`src/rtl/vcpu_pkg.sv`:
```
// Shared types and constants for the virtual CPU execute unit.
// No dependencies.
`default_nettype none

package vcpu_pkg;

	typedef enum logic [1:0] {
		REQ_EXEC  = 2'd0,
		REQ_KEY   = 2'd1,
		REQ_MEMWR = 2'd2,
		REQ_FBRD  = 2'd3
	} req_t;

	typedef enum logic [1:0] {
		ST_OK  = 2'd0,
		ST_OVF = 2'd1,
		ST_UNF = 2'd2,
		ST_BAD = 2'd3
	} status_t;

	// How the controller sequences an executed opcode
	typedef enum logic [2:0] {
		CLS_ONE,
		CLS_ALUF,
		CLS_DRAW,
		CLS_BCD,
		CLS_STORE,
		CLS_LOAD
	} op_class_t;

	typedef enum logic [3:0] {
		S_IDLE,
		S_DISP,
		S_EXEC,
		S_ALUX,
		S_SPR_RAM,
		S_SPR_FB,
		S_SPR_W0,
		S_SPR_W1,
		S_SPR_VF,
		S_BCD,
		S_ST_RD,
		S_ST_WR,
		S_LD_RD,
		S_LD_WR,
		S_FBRD,
		S_DONE
	} state_t;

	localparam int SCREEN_ROWS = 32;
	localparam int ROW_W       = $clog2(SCREEN_ROWS);
	localparam int FB_BYTES    = SCREEN_ROWS * 8;
	localparam int FB_AW       = $clog2(FB_BYTES);

	localparam logic [11:0] PC_RESET   = 12'h200;
	localparam logic [11:0] FONT_RESET = 12'd80;

	// opcode groups (top nibble)
	localparam logic [3:0] GRP_SYS  = 4'h0;
	localparam logic [3:0] GRP_JP   = 4'h1;
	localparam logic [3:0] GRP_CALL = 4'h2;
	localparam logic [3:0] GRP_SE   = 4'h3;
	localparam logic [3:0] GRP_SNE  = 4'h4;
	localparam logic [3:0] GRP_SER  = 4'h5;
	localparam logic [3:0] GRP_LD   = 4'h6;
	localparam logic [3:0] GRP_ADD  = 4'h7;
	localparam logic [3:0] GRP_ALU  = 4'h8;
	localparam logic [3:0] GRP_SNER = 4'h9;
	localparam logic [3:0] GRP_LDI  = 4'hA;
	localparam logic [3:0] GRP_JPV  = 4'hB;
	localparam logic [3:0] GRP_RND  = 4'hC;
	localparam logic [3:0] GRP_DRW  = 4'hD;
	localparam logic [3:0] GRP_KEY  = 4'hE;
	localparam logic [3:0] GRP_MISC = 4'hF;

	// ALU group low nibble
	localparam logic [3:0] ALU_MOV  = 4'h0;
	localparam logic [3:0] ALU_OR   = 4'h1;
	localparam logic [3:0] ALU_AND  = 4'h2;
	localparam logic [3:0] ALU_XOR  = 4'h3;
	localparam logic [3:0] ALU_ADD  = 4'h4;
	localparam logic [3:0] ALU_SUB  = 4'h5;
	localparam logic [3:0] ALU_SHR  = 4'h6;
	localparam logic [3:0] ALU_SUBN = 4'h7;
	localparam logic [3:0] ALU_SHL  = 4'hE;

	localparam logic [15:0] OP_CLS = 16'h00E0;
	localparam logic [15:0] OP_RET = 16'h00EE;

	localparam logic [7:0] KEY_SKP  = 8'h9E;
	localparam logic [7:0] KEY_SKNP = 8'hA1;

	localparam logic [7:0] F_GETDT = 8'h07;
	localparam logic [7:0] F_SETDT = 8'h15;
	localparam logic [7:0] F_SETST = 8'h18;
	localparam logic [7:0] F_ADDI  = 8'h1E;
	localparam logic [7:0] F_FONT  = 8'h29;
	localparam logic [7:0] F_BCD   = 8'h33;
	localparam logic [7:0] F_STORE = 8'h55;
	localparam logic [7:0] F_LOAD  = 8'h65;

	typedef struct packed {
		logic accept;
		logic dispatch;
		logic exec;
		logic alu_wx;
		logic spr_ram;
		logic spr_fb;
		logic spr_w0;
		logic spr_w1;
		logic spr_vf;
		logic bcd_wr;
		logic st_rd;
		logic st_wr;
		logic ld_rd;
		logic ld_wr;
		logic fb_done;
		logic out_load;
	} cmd_t;

	typedef struct packed {
		req_t      req;
		op_class_t cls;
		logic      n_zero;
		logic      last;
	} sts_t;

endpackage

`default_nettype wire

```
`src/rtl/vcpu_ctrl.sv`:
```
// Sequencer for the execute unit: one state per datapath step.
// Depends on vcpu_pkg.
`default_nettype none

module vcpu_ctrl import vcpu_pkg::*; (
	input  wire  clk,
	input  wire  arst_n,
	input  wire  in_valid,
	output logic in_stall,
	output logic out_valid,
	input  wire  out_stall,
	input  sts_t sts,
	output cmd_t cmd
);

	state_t state_q, state_d;
	logic   out_valid_q;
	logic   out_free;

	assign out_free  = !out_valid_q || !out_stall;
	assign in_stall  = (state_q != S_IDLE);
	assign out_valid = out_valid_q;

	always_comb begin
		state_d = state_q;
		case (state_q)
			S_IDLE:    if (in_valid) state_d = S_DISP;
			S_DISP: begin
				case (sts.req)
					REQ_EXEC: state_d = S_EXEC;
					REQ_FBRD: state_d = S_FBRD;
					default:  state_d = S_DONE;
				endcase
			end
			S_EXEC: begin
				case (sts.cls)
					CLS_ALUF:  state_d = S_ALUX;
					CLS_DRAW:  state_d = sts.n_zero ? S_SPR_VF : S_SPR_RAM;
					CLS_BCD:   state_d = S_BCD;
					CLS_STORE: state_d = S_ST_RD;
					CLS_LOAD:  state_d = S_LD_RD;
					default:   state_d = S_DONE;
				endcase
			end
			S_ALUX:    state_d = S_DONE;
			S_SPR_RAM: state_d = S_SPR_FB;
			S_SPR_FB:  state_d = S_SPR_W0;
			S_SPR_W0:  state_d = S_SPR_W1;
			S_SPR_W1:  state_d = sts.last ? S_SPR_VF : S_SPR_RAM;
			S_SPR_VF:  state_d = S_DONE;
			S_BCD:     if (sts.last) state_d = S_DONE;
			S_ST_RD:   state_d = S_ST_WR;
			S_ST_WR:   state_d = sts.last ? S_DONE : S_ST_RD;
			S_LD_RD:   state_d = S_LD_WR;
			S_LD_WR:   state_d = sts.last ? S_DONE : S_LD_RD;
			S_FBRD:    state_d = S_DONE;
			S_DONE:    if (out_free) state_d = S_IDLE;
			default:   state_d = S_IDLE;
		endcase
	end

	always_comb begin
		cmd          = '0;
		cmd.accept   = (state_q == S_IDLE) && in_valid;
		cmd.dispatch = (state_q == S_DISP);
		cmd.exec     = (state_q == S_EXEC);
		cmd.alu_wx   = (state_q == S_ALUX);
		cmd.spr_ram  = (state_q == S_SPR_RAM);
		cmd.spr_fb   = (state_q == S_SPR_FB);
		cmd.spr_w0   = (state_q == S_SPR_W0);
		cmd.spr_w1   = (state_q == S_SPR_W1);
		cmd.spr_vf   = (state_q == S_SPR_VF);
		cmd.bcd_wr   = (state_q == S_BCD);
		cmd.st_rd    = (state_q == S_ST_RD);
		cmd.st_wr    = (state_q == S_ST_WR);
		cmd.ld_rd    = (state_q == S_LD_RD);
		cmd.ld_wr    = (state_q == S_LD_WR);
		cmd.fb_done  = (state_q == S_FBRD);
		cmd.out_load = (state_q == S_DONE) && out_free;
	end

	always_ff @(posedge clk or negedge arst_n) begin
		if (!arst_n) begin
			state_q     <= S_IDLE;
			out_valid_q <= 1'b0;
		end else begin
			state_q <= state_d;
			if (cmd.out_load) begin
				out_valid_q <= 1'b1;
			end else if (!out_stall) begin
				out_valid_q <= 1'b0;
			end
		end
	end

endmodule

`default_nettype wire

```
`config.mk`:
```
export PLATFORM = sky130hd
export DESIGN_NAME = vcpu_ctrl
export DESIGN_NICKNAME = d
export VERILOG_FILES = /design/src/rtl/vcpu_pkg.sv /design/src/rtl/vcpu_ctrl.sv
export SDC_FILE = /design/constraint.sdc
export NUM_CORES = 1
export LEC_CHECK = 0
export BUFFER_PORTS_ARGS = -buffer_cell sky130_fd_sc_hd__buf_2
export CAP_MARGIN = 20
export CORE_MARGIN = 4
export CORE_UTILIZATION = 41
export DETAILED_ROUTE_END_ITERATION = 16
export GPL_ROUTABILITY_DRIVEN = 1
export PLACE_DENSITY = 0.78
export SLEW_MARGIN = 20
export SYNTH_ARGS = -nofsm -noshare
export SYNTH_HDL_FRONTEND = slang
export SYNTH_SLANG_ARGS = --single-unit
```
`constraint.sdc`:
```
create_clock -name clk -period 1.17 [get_ports clk]
set_input_delay 0.0585 -clock clk [delete_from_list [all_inputs] [get_ports clk]]
set_output_delay 0.0585 -clock clk [all_outputs]
set_load 0.02 [all_outputs]
```
# Yosys cells after proc, flatten, opt, wreduce, memory -nomap -nowiden
# Index checks and enable logic that the tools add are counted.
# W data, S select, Z words.
[op_classes]
n_addsub = 0
reduce_logical = 10
bitwise = 0
n_mux = 12
eq_ne = 25
div_mod_pow = 0
n_lt_le_gt_ge = 0
n_mul = 0
shifts = 0
[op_table]
columns = ["cell", "count"]
rows = [
  ["$pmux W4 S14", 1],
  ["$eq A4 B4 Y1 const B", 8],
  ["$mux W4", 5],
  ["$pmux W4 S5", 1],
  ["$eq A4 B3 Y1 const B", 4],
  ["$eq A4 B2 Y1 const B", 2],
  ["$pmux W4 S2", 1],
  ["$eq A3 B2 Y1 const B", 2],
  ["$eq A3 B3 Y1 const B", 2],
  ["$ne A2 B2 Y1 const B", 3],
  ["$eq A4 B1 Y1 const B", 1],
  ["$logic_not A4 Y1", 1],
  ["$reduce_bool A4 Y1", 1],
  ["$eq A3 B1 Y1 const B", 1],
  ["$mux W3", 1],
  ["$reduce_and A3 Y1", 1],
  ["$reduce_or A3 Y1", 1],
  ["$eq A2 B2 Y1 const B", 1],
  ["$logic_and A1 B1 Y1", 2],
  ["$logic_not A1 Y1", 2],
  ["$logic_not A2 Y1", 1],
  ["$mux W1", 2],
  ["$mux W2", 1],
  ["$ne A2 B1 Y1 const B", 1],
  ["$logic_or A1 B1 Y1", 1],
]
[totals]
word_cells = 49
input_bits = 11
output_inout_bits = 18
n_memories = 0
mem_bits_rw = 0
regBits = 5
latch_bits = 0
rom_bits = 0

# Logic depth before layout (Yosys ltp)
[depth]
depth_word = 4
ltp_mapped = 6

# Least setup slack after synthesis
# OpenSTA, ideal clock, no wires.
[synth_path]
path_kind = "flip-flop to output port"
from = "register state_q[3]"
to = "output port cmd[11] (netlist bit)"
path_slack_ns = -0.095
path_stages_with_launch = 4
t_arrival_ns = 1.207
n_path_buf = 1
required_ns = 1.112
path_cell_list = "dfrtp_1 -> buf_4 -> nand2b_1 -> nor3_1"
[synth_rtl]
columns = ["element", "line", "source"]
rows = [
  ["from (decl)", "vcpu_ctrl.sv:16", "state_t state_q, state_d;"],
  ["from (signal assigned)", "vcpu_ctrl.sv:87", "state_q <= state_d;"],
  ["to (decl)", "vcpu_ctrl.sv:13", "output cmd_t cmd"],
]

==> reports/qor.tcl <==
set qor(final.min_clock_period_ps) 1500
set qor(violations_in_the_final_reports) {negative setup slack}
set qor(leakage_uw) 0.000619
set qor(layout_commonest_cell) {buf_4}
set qor(max_stage_delay_cell_worst_path) {dfrtp_2}
set qor(die_h_um) 47.4
set qor(startpoint_kind_of_the_worst_setup_timing_path) {flop}
set qor(maximum_clock_rate_mhz) 668
set qor(setup_viol) 21
set qor(clock_latency_ps) 270
set qor(synth.distinct_cells) 31
set qor(cp_slowest_stage_delay_ps) 490
set qor(postRouteWirelength_um) 3940
set qor(drcViolationCount) 0
set qor(critical_path.reg2reg.startpoint) {state_q[2]}
set qor(num_antenna_cells) 0
set qor(fin_worst_skew_ps) 5.55
set qor(antenna_found_initial) 0
set qor(post-route-worst-setup-slack_ps) -328
set qor(layout.cells.most_common_list) {buf_4 (25), buf_6 (19), buf_2 (13), nor2_4 (7), nor2_1 (6)}
set qor(dp_hpwl_um) 1810
set qor(place.port_buffers) 28
set qor(synth.avg_cell_area_um2) 6.63
set qor(critPathLaunch) {state_q[3]}
set qor(coreArea_um2) 1380
set qor(clock_pin_slew_on_the_worst_setup_and_hold_paths_ps) 60
set qor(synth_top_cell_area_share) 0.196
set qor(number_of_h_tree_levels) 1
set qor(grt_max_degree) 9
set qor(worstPathCellList) {nor2_2 > buf_4 > and3_1 > buf_2}
set qor(crit_path_end_kind) {output port}
set qor(postRouteAntennaNets) 0
set qor(cts_inserted_buffers) 3
set qor(rsz0062_at_grt) {true}
set qor(synth-seq-area-share) 0.196
set qor(drv_slew) 0
set qor(cts-root-buf) {clkbuf_4}
set qor(layout.cell_area.non_filler_um2) 1310
set qor(crit_type) {reg2out}
set qor(synth.largest_area_cell) {dfrtp_1}
set qor(ios) 29
set qor(firstDrtPassIters) 5
set qor(finalHoldViolCount) 0
set qor(cts.path.max_buffers) 2
set qor(syn_nets) 109
set qor(num_vias) 1120
set qor(floorplan.initialDensity) 0.461
set qor(synth_warnings) 0
set qor(post_synth_instance_area_um2) 637
set qor(timing.hold.worst.class) {in2reg}
set qor(p_total_uw) 4010
set qor(post-route-period-util) 1.28
set qor(finalCoreUtilization) 0.950
set qor(status) {complete, but fails checks}
set qor(grt_first_pass_wirelength_um) 5210
set qor(groute.usage.overall) 0.340
set qor(nNetsFinal) 167
set qor(timing.hold.worst.start) {out_stall}
set qor(slew_headroom) 0.734
set qor(area_growth_syn_to_layout_pct) 106
set qor(peak_supply_drop_uv) 2080
set qor(design.die.area_um2) 2250
set qor(via_per_inst) 6.67
set qor(worst_ep_required_time_ps) 1110
set qor(worstPathMaxFanout) 8
set qor(synth_top_cells_by_area) {dfrtp_1 (20%), nor2_1 (11%), o21ai_0 (6.3%)}
set qor(num-fill-cells) 38
set qor(clock_sink_count) 5
set qor(timing_worst_slew_pin_value_ps) 397
set qor(first_global_vias) 1046
set qor(maxCapViolations) 0
set qor(x_dimension_of_the_die_um) 47.4
set qor(post_dp_cell_area_um2) 946
set qor(fin_tns_setup_ps) -4860
set qor(p_per_area_nw_per_um2) 3050
set qor(syn_inst) 96
set qor(place.gp.congestion) 0.923
set qor(grt_remaining_overflow) 0
set qor(fp-row-count) 13
set qor(cp_data_arrival_time_ps) 1440
set qor(drt-wirelength-per-cell_um) 23.4
set qor(ys_seq_elements) 5
set qor(tritoncts) {built}
set qor(layout_cell_share_with_drive_strength_beyond_1) 0.641
set qor(drt_iter0_markers) 86
[timing repair]
item | CTS | global route
pin swaps | 8 | 10
setup endpoints to repair | 21 | 21
hold buffers | 1 | 0
cloned | 0 | 0
endpoints found under the hold margin | 5 | 0
buffers inserted | 6 | 1
resized for setup | 57 | 28
[kinds of logic (layout without fill, tap and decap cells)]
kind of cell               after synthesis  count (layout)  synth area share
adders and majority gates                2               2            0.0393
xor gates and xnor gates                 1               1            0.0138
and+or+nand+nor                         47              47             0.360
muxes                                    1               1            0.0157
AOI/OAI and AO/OA                       27              27             0.279
buffers and inverters                   13              70            0.0963
DFF                                      5               5             0.196
[registers in the layout, indices dropped and copies added (netlist names)]
name / flops
out_valid: 1
state_q: 4
[path summary, 6_finish.rpt]
kind,end,slack (ps),depth (start not counted)
max,cmd[15],-330,4
min,out_valid,110,3
max reg2reg,state_q[0],-310,4
min reg2reg,out_valid,660,2
max in group asynchronous,state_q[1],830,2
min in group asynchronous,out_valid,170,2
[worst max-delay path: cells and delay by family (launching register included)]
kind,cells,cell delay (ps)
AND/OR/NAND/NOR,2,350
flip-flops,1,490
buffers and inverters,2,330
[Yosys cell counts]
cell type / instances
buf_2: 4
o2111ai_1: 1
buf_4: 2
a31oi_1: 2
mux2i_1: 1
ha_1: 2
dfrtp_1: 5
nand3_1: 2
nand2_1: 8
o21ai_2: 1
a21o_1: 3
or2_1: 1
o21bai_1: 1
nor3_1: 3
a21oi_1: 4
a221o_1: 1
and3b_1: 1
nand4_1: 2
o32ai_1: 1
inv_1: 7
xnor2_1: 1
nand2b_1: 5
nor2b_1: 2
nand3b_1: 1
nor2_1: 18
nor4b_1: 1
a22oi_1: 1
o21ai_0: 8
a211oi_1: 3
and3_1: 3
o311ai_0: 1
[power breakdown]
part	total, µW	internal, µW	switching (µW)	leakage (µW)
sequential	495	276	220	0.0000551
combinational	3270	1500	1770	0.000549
clock	244	132	112	0.0000150
total	4010	1910	2100	0.000619
[stage by stage]
stage / instances / worst slack, ps / hold WS (ps)
2_1_floorplan: 96 / -41.0 / -237
3_3_place_gp: 156 / -126 / -126
3_5_place_dp: 156 / -201 / -119
4_1_cts: 167 / -225 / 92.5
5_1_grt: 168 / -490 / 138
6_report: 168 / -328 / 108
[per-layer routing]
layer	track usage	routed length [µm]	part of all wire	vias to the layer above
met2	0.626	1860	0.47	135
met4	0.199	278	0.071	0
met5	0	0	0	-
met1	0.354	1240	0.31	496
li1	-	-	-	454
met3	0.0639	557	0.14	35
[layout make-up]
class / count / area [µm²] / area share
timing repair buffer: 59 / 492 / 0.374
clock buffer: 4 / 26.3 / 0.0200
sequential: 5 / 130 / 0.0990
multi-input combinational: 78 / 618 / 0.470
inverter: 7 / 28.8 / 0.0219
tap: 15 / 18.8 / 0.0143
Power figures use the tool's default switching activity.
